<file path="src/rtl/core/pmst_pkg.sv">
// Shared types, field widths, constants and microcode for the spanning tree unit.
`timescale 1ns / 1ps

package pmst_pkg;

    localparam int VTX_W = 4;
    localparam int WGT_W = 10;
    localparam int TOT_W = 14;
    localparam int CNT_W = 5;
    localparam int KIND_W = 2;

    localparam logic [WGT_W-1:0] NO_EDGE = 10'd999;
    localparam logic [TOT_W-1:0] SCAN_START = 14'd9999;
    localparam logic [TOT_W-1:0] TOTAL_MAX = 14'd16383;

    localparam logic [KIND_W-1:0] KIND_WRITE = 2'd0;
    localparam logic [KIND_W-1:0] KIND_RUN = 2'd1;
    localparam logic [KIND_W-1:0] KIND_CLEAR = 2'd2;

    typedef enum logic [2:0] {
        OP_NOP,
        OP_ACCEPT,
        OP_CLEAR,
        OP_RUN_INIT,
        OP_ROUND_INIT,
        OP_READ,
        OP_CMP,
        OP_EMIT
    } op_t;

    typedef enum logic [2:0] {
        C_NEVER,
        C_ALWAYS,
        C_DISPATCH,
        C_SWEEP_MORE,
        C_N_SMALL,
        C_SCAN_MORE,
        C_OUT_BUSY,
        C_STEP_MORE
    } cond_t;

    typedef logic [3:0] uaddr_t;

    localparam uaddr_t ST_WAIT = 4'd0;
    localparam uaddr_t ST_CLEAR = 4'd1;
    localparam uaddr_t ST_CLEAR_END = 4'd2;
    localparam uaddr_t ST_RUN = 4'd3;
    localparam uaddr_t ST_ROUND = 4'd4;
    localparam uaddr_t ST_READ = 4'd5;
    localparam uaddr_t ST_CMP = 4'd6;
    localparam uaddr_t ST_EMIT = 4'd7;
    localparam uaddr_t ST_LOOP = 4'd8;
    localparam uaddr_t ST_RUN_END = 4'd9;

    typedef struct packed {
        op_t    op;
        cond_t  cond;
        uaddr_t target;
    } uword_t;

    typedef struct packed {
        logic              in_beat;
        logic [KIND_W-1:0] in_kind;
        logic              sweep_more;
        logic              n_small;
        logic              scan_more;
        logic              out_busy;
        logic              step_more;
    } status_t;

    function automatic uword_t ucode(input uaddr_t addr);
        uword_t w;
        case (addr)
            ST_WAIT:      w = '{op: OP_ACCEPT,     cond: C_DISPATCH,   target: ST_WAIT};
            ST_CLEAR:     w = '{op: OP_CLEAR,      cond: C_SWEEP_MORE, target: ST_CLEAR};
            ST_CLEAR_END: w = '{op: OP_NOP,        cond: C_ALWAYS,     target: ST_WAIT};
            ST_RUN:       w = '{op: OP_RUN_INIT,   cond: C_N_SMALL,    target: ST_WAIT};
            ST_ROUND:     w = '{op: OP_ROUND_INIT, cond: C_NEVER,      target: ST_WAIT};
            ST_READ:      w = '{op: OP_READ,       cond: C_NEVER,      target: ST_WAIT};
            ST_CMP:       w = '{op: OP_CMP,        cond: C_SCAN_MORE,  target: ST_READ};
            ST_EMIT:      w = '{op: OP_EMIT,       cond: C_OUT_BUSY,   target: ST_EMIT};
            ST_LOOP:      w = '{op: OP_NOP,        cond: C_STEP_MORE,  target: ST_ROUND};
            ST_RUN_END:   w = '{op: OP_NOP,        cond: C_ALWAYS,     target: ST_WAIT};
            default:      w = '{op: OP_NOP,        cond: C_ALWAYS,     target: ST_WAIT};
        endcase
        return w;
    endfunction

endpackage

</file>
<file path="src/rtl/core/prim_minimum_spanning_tree_unit.sv">
// Top level of the minimum spanning tree unit: config register, sequencer, datapath.
`timescale 1ns / 1ps

// Builds a minimum spanning tree by Prim's method over a symmetric weight matrix of
// MAX_VERTICES x MAX_VERTICES entries held in one RAM (one triangle used, one read and one
// write port). Input beats carry a kind in s_tuser: write edge (one beat per cycle), run,
// or clear. After reset and after each clear beat a clearing pass writes the no-edge weight
// 999 to all MAX_VERTICES^2 entries, one per cycle, and s_tready stays low until the pass
// and its end step are over. A run with n vertices in use (vertex_count, capped at
// MAX_VERTICES) emits n-1 edge beats (none for n below 2), the last one with m_tlast set;
// each tree edge is found by a full n x n scan through the single RAM read port, with a
// read step and a compare step per entry. Output back-pressure stalls the run only when
// the one-deep output register is still full. Write vertex_count only while the unit is idle.
module prim_minimum_spanning_tree_unit
    import pmst_pkg::*;
#(
    parameter int MAX_VERTICES = 16
) (
    input  logic        clk,
    input  logic        rst_n,
    input  logic        cfg_valid,
    output logic        cfg_ready,
    input  logic [4:0]  cfg_data,   // vertex_count
    input  logic        s_tvalid,
    output logic        s_tready,
    input  logic [23:0] s_tdata,    // vertex_a[3:0], vertex_b[7:4], weight[17:8], zero pad
    input  logic [1:0]  s_tuser,    // kind[1:0]
    output logic        m_tvalid,
    input  logic        m_tready,
    output logic [31:0] m_tdata,    // from_vertex[3:0], to_vertex[7:4], edge_weight[17:8],
                                    // running_total[31:18]
    output logic        m_tlast     // last
);

    logic [CNT_W-1:0] vertex_count_reg;
    op_t              op;
    status_t          status;
    logic [VTX_W-1:0] out_from;
    logic [VTX_W-1:0] out_to;
    logic [WGT_W-1:0] out_weight;
    logic [TOT_W-1:0] out_total;

    always_ff @(posedge clk or negedge rst_n)
    begin
        if (!rst_n)
        begin
            vertex_count_reg <= 5'd1;
        end
        else if (cfg_valid)
        begin
            vertex_count_reg <= cfg_data;
        end
    end

    assign cfg_ready = 1'b1;
    assign s_tready = (op == OP_ACCEPT);

    pmst_seq u_seq (
        .clk    (clk),
        .rst_n  (rst_n),
        .status (status),
        .op     (op)
    );

    pmst_datapath #(
        .MAX_VERTICES (MAX_VERTICES)
    ) u_datapath (
        .clk          (clk),
        .rst_n        (rst_n),
        .op           (op),
        .vertex_count (vertex_count_reg),
        .in_valid     (s_tvalid),
        .in_kind      (s_tuser),
        .in_a         (s_tdata[3:0]),
        .in_b         (s_tdata[7:4]),
        .in_weight    (s_tdata[17:8]),
        .out_ready    (m_tready),
        .out_valid    (m_tvalid),
        .out_from     (out_from),
        .out_to       (out_to),
        .out_weight   (out_weight),
        .out_total    (out_total),
        .out_last     (m_tlast),
        .status       (status)
    );

    assign m_tdata = {out_total, out_weight, out_to, out_from};

    a_beat_from_emit: assert property (@(posedge clk) disable iff (!rst_n)
        $rose(m_tvalid) |-> $past(op == OP_EMIT))
        else $error("output beat raised without an emit step");

    a_total_covers_edge: assert property (@(posedge clk) disable iff (!rst_n)
        m_tvalid |-> (m_tdata[17:8] <= m_tdata[31:18]))
        else $error("running total below edge weight");

    a_run_blocks_input: assert property (@(posedge clk) disable iff (!rst_n)
        (s_tvalid && s_tready && (s_tuser == KIND_RUN)) |=> !s_tready)
        else $error("input taken right after a run beat");

endmodule

</file>
<file path="src/rtl/core/pmst_ram.sv">
// Generic single-write, single-read RAM with registered read data.
`timescale 1ns / 1ps

module pmst_ram #(
    parameter int WIDTH = 10,
    parameter int DEPTH = 256,
    localparam int AW = $clog2(DEPTH)
) (
    input  logic             clk,
    input  logic             we,
    input  logic [AW-1:0]    waddr,
    input  logic [WIDTH-1:0] wdata,
    input  logic             re,
    input  logic [AW-1:0]    raddr,
    output logic [WIDTH-1:0] rdata
);

    logic [WIDTH-1:0] mem [DEPTH];
    logic [WIDTH-1:0] rdata_reg;

    always_ff @(posedge clk)
    begin
        if (we)
        begin
            mem[waddr] <= wdata;
        end
        if (re)
        begin
            rdata_reg <= mem[raddr];
        end
    end

    assign rdata = rdata_reg;

endmodule

</file>
<file path="src/rtl/core/pmst_seq.sv">
// Microcode sequencer: step counter, control store and conditional jumps.
`timescale 1ns / 1ps

module pmst_seq
    import pmst_pkg::*;
(
    input  logic    clk,
    input  logic    rst_n,
    input  status_t status,
    output op_t     op
);

    uaddr_t step_reg;
    uaddr_t step_next;
    uword_t uw;
    logic   take;
    uaddr_t dispatch;

    assign uw = ucode(step_reg);

    always_comb
    begin
        dispatch = ST_WAIT;
        if (status.in_beat)
        begin
            if (status.in_kind == KIND_RUN)
            begin
                dispatch = ST_RUN;
            end
            else if (status.in_kind == KIND_CLEAR)
            begin
                dispatch = ST_CLEAR;
            end
        end
    end

    always_comb
    begin
        case (uw.cond)
            C_NEVER:      take = 1'b0;
            C_ALWAYS:     take = 1'b1;
            C_DISPATCH:   take = 1'b1;
            C_SWEEP_MORE: take = status.sweep_more;
            C_N_SMALL:    take = status.n_small;
            C_SCAN_MORE:  take = status.scan_more;
            C_OUT_BUSY:   take = status.out_busy;
            C_STEP_MORE:  take = status.step_more;
            default:      take = 1'b1;
        endcase
    end

    always_comb
    begin
        if (uw.cond == C_DISPATCH)
        begin
            step_next = dispatch;
        end
        else if (take)
        begin
            step_next = uw.target;
        end
        else
        begin
            step_next = step_reg + 4'd1;
        end
    end

    always_ff @(posedge clk or negedge rst_n)
    begin
        if (!rst_n)
        begin
            step_reg <= ST_CLEAR;
        end
        else
        begin
            step_reg <= step_next;
        end
    end

    assign op = uw.op;

endmodule

</file>
<file path="src/rtl/core/pmst_datapath.sv">
// Datapath: weight matrix, tree bits, scan indexes, best-edge compare and output slot.
`timescale 1ns / 1ps

module pmst_datapath
    import pmst_pkg::*;
#(
    parameter int MAX_VERTICES = 16
) (
    input  logic              clk,
    input  logic              rst_n,
    input  op_t               op,
    input  logic [CNT_W-1:0]  vertex_count,
    input  logic              in_valid,
    input  logic [KIND_W-1:0] in_kind,
    input  logic [VTX_W-1:0]  in_a,
    input  logic [VTX_W-1:0]  in_b,
    input  logic [WGT_W-1:0]  in_weight,
    input  logic              out_ready,
    output logic              out_valid,
    output logic [VTX_W-1:0]  out_from,
    output logic [VTX_W-1:0]  out_to,
    output logic [WGT_W-1:0]  out_weight,
    output logic [TOT_W-1:0]  out_total,
    output logic              out_last,
    output status_t           status
);

    localparam int VW = $clog2(MAX_VERTICES);
    localparam int NW = $clog2(MAX_VERTICES + 1);
    localparam int DEPTH = MAX_VERTICES * MAX_VERTICES;
    localparam int AW = $clog2(DEPTH);

    function automatic logic [AW-1:0] tri_addr(input logic [VW-1:0] x, input logic [VW-1:0] y);
        logic [VW-1:0] lo;
        logic [VW-1:0] hi;
        lo = (x < y) ? x : y;
        hi = (x < y) ? y : x;
        return AW'(lo) * AW'(MAX_VERTICES) + AW'(hi);
    endfunction

    logic [MAX_VERTICES-1:0] in_tree_reg, in_tree_next;
    logic [AW-1:0]           sweep_reg, sweep_next;
    logic [VW-1:0]           n_last_reg, n_last_next;
    logic [VW-1:0]           j_reg, j_next;
    logic [VW-1:0]           k_reg, k_next;
    logic [VW-1:0]           fv_reg, fv_next;
    logic [VW-1:0]           tv_reg, tv_next;
    logic [VW-1:0]           emit_reg, emit_next;
    logic [TOT_W-1:0]        best_reg, best_next;
    logic [TOT_W-1:0]        total_reg, total_next;
    logic                    out_valid_reg, out_valid_next;
    logic [VTX_W-1:0]        out_from_reg, out_to_reg;
    logic [WGT_W-1:0]        out_weight_reg;
    logic [TOT_W-1:0]        out_total_reg;
    logic                    out_last_reg;

    logic [NW-1:0]     n_clamp;
    logic              in_beat;
    logic              wr_ok;
    logic              ram_we;
    logic [AW-1:0]     ram_waddr;
    logic [WGT_W-1:0]  ram_wdata;
    logic [WGT_W-1:0]  ram_rdata;
    logic              sweep_last;
    logic              scan_last;
    logic              better;
    logic              out_busy;
    logic              emit_go;
    logic              emit_last;
    logic [TOT_W:0]    sum;
    logic [TOT_W-1:0]  sum_sat;

    assign n_clamp = (int'(vertex_count) > MAX_VERTICES) ? NW'(MAX_VERTICES) : NW'(vertex_count);
    assign in_beat = in_valid && (op == OP_ACCEPT);
    assign wr_ok = (int'(in_a) < MAX_VERTICES) && (int'(in_b) < MAX_VERTICES);
    assign sweep_last = (sweep_reg == AW'(DEPTH - 1));
    assign scan_last = (j_reg == n_last_reg) && (k_reg == n_last_reg);
    assign better = in_tree_reg[j_reg] && !in_tree_reg[k_reg] && (TOT_W'(ram_rdata) < best_reg);
    assign out_busy = out_valid_reg && !out_ready;
    assign emit_go = (op == OP_EMIT) && !out_busy;
    assign emit_last = (VW'(emit_reg + 1'b1) == n_last_reg);
    assign sum = (TOT_W + 1)'(total_reg) + (TOT_W + 1)'(best_reg);
    assign sum_sat = (sum > (TOT_W + 1)'(TOTAL_MAX)) ? TOTAL_MAX : sum[TOT_W-1:0];

    always_comb
    begin
        ram_we = 1'b0;
        ram_waddr = sweep_reg;
        ram_wdata = NO_EDGE;
        if (op == OP_CLEAR)
        begin
            ram_we = 1'b1;
        end
        else if (in_beat && (in_kind == KIND_WRITE) && wr_ok)
        begin
            ram_we = 1'b1;
            ram_waddr = tri_addr(VW'(in_a), VW'(in_b));
            ram_wdata = in_weight;
        end
    end

    pmst_ram #(
        .WIDTH (WGT_W),
        .DEPTH (DEPTH)
    ) u_matrix (
        .clk   (clk),
        .we    (ram_we),
        .waddr (ram_waddr),
        .wdata (ram_wdata),
        .re    (op == OP_READ),
        .raddr (tri_addr(j_reg, k_reg)),
        .rdata (ram_rdata)
    );

    always_comb
    begin
        in_tree_next = in_tree_reg;
        sweep_next = sweep_reg;
        n_last_next = n_last_reg;
        j_next = j_reg;
        k_next = k_reg;
        fv_next = fv_reg;
        tv_next = tv_reg;
        emit_next = emit_reg;
        best_next = best_reg;
        total_next = total_reg;
        out_valid_next = out_valid_reg && !out_ready;
        case (op)
            OP_CLEAR:
            begin
                sweep_next = sweep_last ? '0 : sweep_reg + 1'b1;
            end
            OP_RUN_INIT:
            begin
                in_tree_next = '0;
                in_tree_next[0] = 1'b1;
                total_next = '0;
                emit_next = '0;
                n_last_next = VW'(n_clamp - 1'b1);
            end
            OP_ROUND_INIT:
            begin
                best_next = SCAN_START;
                j_next = '0;
                k_next = '0;
                fv_next = '0;
                tv_next = '0;
            end
            OP_CMP:
            begin
                if (better)
                begin
                    best_next = TOT_W'(ram_rdata);
                    fv_next = j_reg;
                    tv_next = k_reg;
                end
                if (k_reg == n_last_reg)
                begin
                    k_next = '0;
                    j_next = j_reg + 1'b1;
                end
                else
                begin
                    k_next = k_reg + 1'b1;
                end
            end
            OP_EMIT:
            begin
                if (emit_go)
                begin
                    in_tree_next[tv_reg] = 1'b1;
                    total_next = sum_sat;
                    emit_next = emit_reg + 1'b1;
                    out_valid_next = 1'b1;
                end
            end
            default:
            begin
            end
        endcase
    end

    always_ff @(posedge clk or negedge rst_n)
    begin
        if (!rst_n)
        begin
            in_tree_reg <= '0;
            sweep_reg <= '0;
            n_last_reg <= '0;
            j_reg <= '0;
            k_reg <= '0;
            emit_reg <= '0;
            out_valid_reg <= 1'b0;
        end
        else
        begin
            in_tree_reg <= in_tree_next;
            sweep_reg <= sweep_next;
            n_last_reg <= n_last_next;
            j_reg <= j_next;
            k_reg <= k_next;
            emit_reg <= emit_next;
            out_valid_reg <= out_valid_next;
        end
    end

    always_ff @(posedge clk)
    begin
        fv_reg <= fv_next;
        tv_reg <= tv_next;
        best_reg <= best_next;
        total_reg <= total_next;
        if (emit_go)
        begin
            out_from_reg <= VTX_W'(fv_reg);
            out_to_reg <= VTX_W'(tv_reg);
            out_weight_reg <= best_reg[WGT_W-1:0];
            out_total_reg <= sum_sat;
            out_last_reg <= emit_last;
        end
    end

    assign out_valid = out_valid_reg;
    assign out_from = out_from_reg;
    assign out_to = out_to_reg;
    assign out_weight = out_weight_reg;
    assign out_total = out_total_reg;
    assign out_last = out_last_reg;

    assign status.in_beat = in_beat;
    assign status.in_kind = in_kind;
    assign status.sweep_more = !sweep_last;
    assign status.n_small = (n_clamp < NW'(2));
    assign status.scan_more = !scan_last;
    assign status.out_busy = out_busy;
    assign status.step_more = (emit_reg != n_last_reg);

endmodule

</file>
<file path="config.mk">
export PLATFORM = sky130hd
export DESIGN_NAME = prim_minimum_spanning_tree_unit
export DESIGN_NICKNAME = d
export VERILOG_FILES = /design/src/rtl/core/pmst_pkg.sv /design/src/rtl/core/prim_minimum_spanning_tree_unit.sv /design/src/rtl/core/pmst_ram.sv /design/src/rtl/core/pmst_seq.sv /design/src/rtl/core/pmst_datapath.sv
export SDC_FILE = /design/constraint.sdc
export NUM_CORES = 2
export LEC_CHECK = 0
export BUFFER_PORTS_ARGS = -buffer_cell sky130_fd_sc_hd__buf_2
export CORE_UTILIZATION = 30
export DETAILED_ROUTE_END_ITERATION = 10
export MAX_ROUTING_LAYER = met4
export SLEW_MARGIN = 20
export SYNTH_ARGS = -nofsm -noshare
export SYNTH_HDL_FRONTEND = slang
export SYNTH_SLANG_ARGS = --single-unit
</file>
<file path="constraint.sdc">
create_clock -name clk -period 5.85 [get_ports clk]
set_input_delay 0.585 -clock clk [delete_from_list [all_inputs] [get_ports clk]]
set_output_delay 0.585 -clock clk [all_outputs]
set_load 0.01 [all_outputs]
</file>
# == Word-level counts from Yosys, hierarchy flattened ==
# Memories as Yosys holds them, arrays and structs flattened. A register that Yosys moved wholly into a read port is not among the register bits.
# Index checks and enable logic that the tools add are counted.
# op_classes
add_sub_neg,9
order_cmp,10
n_eq_ne,24
n_mux,45
bitwise_logic,1
n_reduce_logical,21
# op_table
op,n
one-hot mux 14 bit (2 select lines),2
2-to-1 mux 4 bit,13
2-to-1 mux 14 bit,3
one-hot mux 4 bit (2 select lines),5
one-hot mux 16 bit (2 select lines),1
"== test 3 bit, second input constant",8
2-to-1 mux 8 bit,3
2-to-1 mux 10 bit,2
"adder 4 x 1 -> 4 bit, second input constant",4
adder 8 x 4 -> 8 bit,2
2-to-1 mux 16 bit,1
bitwise OR 16 bit,1
adder 14 x 14 -> 15 bit,1
"greater-than comparator 15 x 14 -> 1 bit, second input constant",1
"< comparator 4 x 5 -> 1 bit, second input constant",3
< comparator 10 x 14 -> 1 bit,1
"== test 3 x 2 -> 1 bit, second input constant",4
== test 4 bit,3
2-to-1 mux 1 bit,10
"adder 8 x 1 -> 8 bit, second input constant",1
binary-select mux 1 bit (select 4 bit),2
"== test 8 bit, second input constant",1
logical AND 1 bit,8
< comparator 4 bit,2
other kinds (18),28
# word_totals
regBits,119
mem_bits_rw,2560
rom_bits,144
in_bits,36
elab_cells,130
mem_count,2
# memory_table
memory,words,word_bits,read_ports,rd_clocked_by_memory_dff,write_ports,line_no,source
u_datapath.u_matrix.mem,256,10,1,1,1,pmst_ram.sv:18,logic [WIDTH-1:0] mem [DEPTH];
(no name shown),16,9,1,0,0,pmst_pkg.sv:73,case (addr)

# == Longest topological paths before layout ==
# An unclocked memory read counts as a cell.
# logic_depth
depth_word,8
mapped_depth,17
ltp_nobuf,12

# == Cells and area by module ==
# Synthesis repeated with hierarchy kept, for this count alone.
# unflattened
hier_cells,5264
area_unflattened_um2,106066.7
# by_module_without_submodules
mod,instances,cells_each,area_per_inst_um2,seq_area_each_um2
pmst_ram,1,4642,99354.0,77174.0
pmst_datapath,1,540,5923.2,3007.9
pmst_seq,1,69,588.1,101.3
prim_minimum_spanning_tree_unit,1,13,201.4,126.4

# == Worst setup path after synthesis ==
# No wires, ideal clock.
# synth_path
path_type,reg2reg
startpoint,register u_seq.step_reg[1]
endpoint,"memory u_datapath.u_matrix.mem[0][3], data pin"
setup_time_ns,0.873
arrival_time_ns,5.062
required_time_ns,4.977
slack_ns,-0.084
path_stages_with_launch,7
path_buffers,1
period_less_slack_ns,5.934
cell_sequence,dfrtp_1 > clkbuf_1 > inv_1 > ha_1 > nor4_1 > and2_1 > and3_1
# synth_between
elab_chain_len,6
elab_cells_between_ends,7
classes_between,eq/ne (2); mux (2); reduce/logical (2); memory (1)
# synth_rtl
item,line_no,source
from (decl),pmst_seq.sv:13,uaddr_t step_reg;
from (signal assigned),pmst_seq.sv:76,step_reg <= step_next;
memory (16 x 9 bit),--,
== test 3 x 1 -> 1 bit,--,
net s_tready,prim_minimum_spanning_tree_unit.sv:25,"output logic s_tready,"
logical AND 1 bit,pmst_datapath.sv:74,assign in_beat = in_valid && (op == OP_ACCEPT);
logical AND 1 bit,pmst_datapath.sv:94,else if (in_beat && (in_kind == KIND_WRITE) && wr_ok)
2-to-1 mux 10 bit,pmst_datapath.sv:94,
2-to-1 mux 10 bit,pmst_datapath.sv:90,if (op == OP_CLEAR)
net u_datapath.ram_wdata[3],pmst_datapath.sv:62,logic [WGT_W-1:0] ram_wdata;
to (decl),pmst_ram.sv:18,
# The timed path passes the listed nets, and every way through them passes these cells.

# == Worst setup path in the final report ==
# layout_path
startpoint,register u_seq.step_reg[1]
endpoint,memory u_datapath.u_matrix.mem[86][2] (enable)
# layout_between
elab_chain_len,8
elab_cells_between_ends,11
classes_between,eq/ne (2); mux (6); reduce/logical (2); memory (1)
# layout_rtl
item,line_no,source
memory (16 x 9 bit) *,--,
== test 3 x 1 -> 1 bit,pmst_datapath.sv:74,
logical AND 1 bit,pmst_datapath.sv:74,
logical AND 1 bit,pmst_datapath.sv:94,
2-to-1 mux 1 bit,pmst_datapath.sv:94,
2-to-1 mux 1 bit,pmst_datapath.sv:90,
2-to-1 mux 1 bit,pmst_ram.sv:23,if (we)
2-to-1 mux 1 bit (not written as such),pmst_ram.sv:25,mem[waddr] <= wdata;
# Every way passes the cells marked *; elsewhere a longest branch is shown, timed or not.

==> out/results.tsv <==
metric	value	unit
grt_pass1_vias	66350	
worstPathCellList	inv_1, ha_1, nor4_1, and2_1, nand2_1, o21ai_0, nor2b_1, nand3_2, buf_4, nor2_1	
drive_gt1_frac	0.1137	
min_path_cells	4	
synthTopCellsByArea	edfxtp_1 72%, nand3_1 5.9%, o21ai_0 3.5%, mux2i_1 2.9%, nand2_1 1.8%	
die_w	606.1	µm
insertion_delay	0.95	ns
endpoint_kind	register	
clockRootBuffer	clkbuf_16	
drc_errors	0	
fin_setup_tns	0	ns
cellPowerDensity	344.9	mW/mm²
netlist_instances	7823	
reg2reg_depth	10	
grt_pass1_wl	454700	µm
cts.sinks	2686	
synth_compound_area_frac	0.08596	
rsz0062_at_grt	false	
fin_ws	0.3310	ns
synth_mux_area_frac	0.03201	
period_minus_slack	5.519	ns
antenna_found_initial	6	
dp_cells	12370	
rows	221	
grt_max_degree	143	
clk_pin_slew	0.06	ns
synth-xor-area-share	0.002560	
drv_cap	0	
worst_pin_slew	1.207	ns
htreeDepth	5	
synth_common_cells	2636 x edfxtp_1, 1291 x nand3_1, 767 x o21ai_0	
fin_skew	0.07448	ns
synth.yosys.seq_area_share	0.7346	
start_util	0.3017	
netlist_area	0.1095	mm²
yosys.area.top_type	edfxtp_1	
track_usage	0.1705	
outcome	complete, no violations	
finalInstanceArea	0.1258	mm²
core_area	0.3628	mm²
via_count	69650	
ys_ff_latch	2686	
power.leakage	0.03984	µW
stdcell_count	12890	
cp_max_fo	14	
synthAdderAreaFrac	0.004984	
port_buffers	64	
gp_congestion	0.8546	
hpwl	185400	µm
worst_ep_arrival_time	6.07	ns
start_kind	register	
crit_required	6.40	ns
hold_violations	0	
synth_edf_count	2636	
synth_simple_gate_area_frac	0.1135	
nets	7963	
drtPass1Iterations	6	
setup_viol	0	
synth_top_family_by_area	simple AND/OR/NAND/NOR gates	
area_delta_synth_final	14.92	%
die_area	0.3673	mm²
cts_tree	built	
cts_buffers	294	
hold_path.class	primary input to register	
die_h	606.1	µm
largest_reg_flops	2560	
synth-async-reset-ratio	0.01862	
antenna_left	0	
syn_avg_cell_area	13.99	µm²
clockBufferDepth	4	
overflow	0	
synth_ff_type	edfxtp_1	
synth_top_cell_area_share	0.7231	
synth.distinct_cells	75	
fmax	0.1812	GHz
vias_per_cell	5.403	
wire_per_inst	24.39	µm
postPlaceCellArea	0.1167	mm²
syn_nets	7902	
ir_drop	341.6	µV
path_class	register to register	
drtIter0Drc	9096	
wl	314500	µm
timing.final.crit_share	0.9434	
relSlewSlack	0.1926	
postCtsSetupBuffers	0	
slew_violations	0	
dp_slack	0.3681	ns
synth.most_common_cell	edfxtp_1	
yosysWarnings	0	
ios	72	
crit_path_max_incr_delay	0.78	ns
critPathSlowestCell	nor2_1	
==> final timing paths <==
check / startpoint / to / slack, ns
min in group asynchronous: rst_n / u_datapath.n_last_reg[0]$_DFFE_PN0P_ / 0.33
min reg2reg: u_datapath.fv_reg[1]$_SDFFCE_PN0P_ / u_datapath.out_from[1]$_DFFE_PP_ / 0.43
max in group asynchronous: rst_n / u_datapath.sweep_reg[0]$_DFFE_PN0P_ / 4.93
min: s_tuser[0] / u_seq.step_reg[1]$_DFF_PN0_ / 0.08
max: u_seq.step_reg[1]$_DFF_PN0_ / u_datapath.u_matrix.mem[86][2]$_DFFE_PP_ / 0.33
max reg2reg: u_seq.step_reg[1]$_DFF_PN0_ / u_datapath.u_matrix.mem[86][2]$_DFFE_PP_ / 0.33
==> stage by stage <==
stage | hold WS [ns] | utilization | total power (µW)
3_3_place_gp | 0.4114 | 0.3217 | 26180
5_1_grt | 0.08934 | 0.3467 | 44510
6_report | 0.08272 | 0.3467 | 43380
3_5_place_dp | 0.4179 | 0.3217 | 26230
4_1_cts | 0.003931 | 0.3466 | 43540
2_1_floorplan | 0.2894 | - | 24090
==> worst max-delay path, delay by kind of cell (launching register included) <==
kind / cells / cell delay [ns]
simple gates: 6 / 3.02
flops: 1 / 0.60
compound gates: 1 / 0.55
buf+inv: 2 / 0.53
fa+ha+maj: 1 / 0.37
==> report_power, final <==
part | switching (µW) | internal (µW) | total, µW
clock network | 7280 | 10200 | 17500
registers | 128 | 21400 | 21500
logic | 3210 | 1210 | 4420
==> what timing repair did <==
action / 4_1_cts / 5_1_grt
setup endpoints to repair: 0 / 7
resized for setup: 0 / 2
hold buffers: 13 / 0
endpoints found under the hold margin: 54 / 0
==> cell type report <==
cell class,count,area (µm²)
Sequential cell,2686,80410
Clock buffer,363,7754
Timing Repair Buffer,409,3851
Antenna cell,6,15.01
Fill cell,34430,237000
Clock inverter,141,1151
Multi-Input combinational cell,4457,26480
Tap cell,4794,5998
Inverter,36,135.1
==> cells in the final DEF, fill, tap and decap left out, drive strengths merged, types with 113 or more instances in the layout <==
master  count
buf       396
o21ai     771
nand3    1293
a31oi     240
nor2      319
clkinv    113
edfxtp   2636
mux2i     319
nand2     537
clkbuf    363
nand4     195
==> per-layer routing <==
metal,share of wire,GRT usage,up-vias
met5,0,-,-
li1,-,-,30570
met1,0.41,0.2235,35250
met4,0.033,0.05799,0
met3,0.088,0.03149,494
met2,0.47,0.2659,3333
==> kinds of logic after synthesis <==
family	Yosys count
flip-flops	2686
AND/OR/NAND/NOR	2575
AO/OA/AOI/OAI	1471
buffers and inverters	680
multiplexers	335
adder cells (fa/ha/maj)	43
XOR/XNOR	32
other	1
Power figures use the tool's default switching activity.
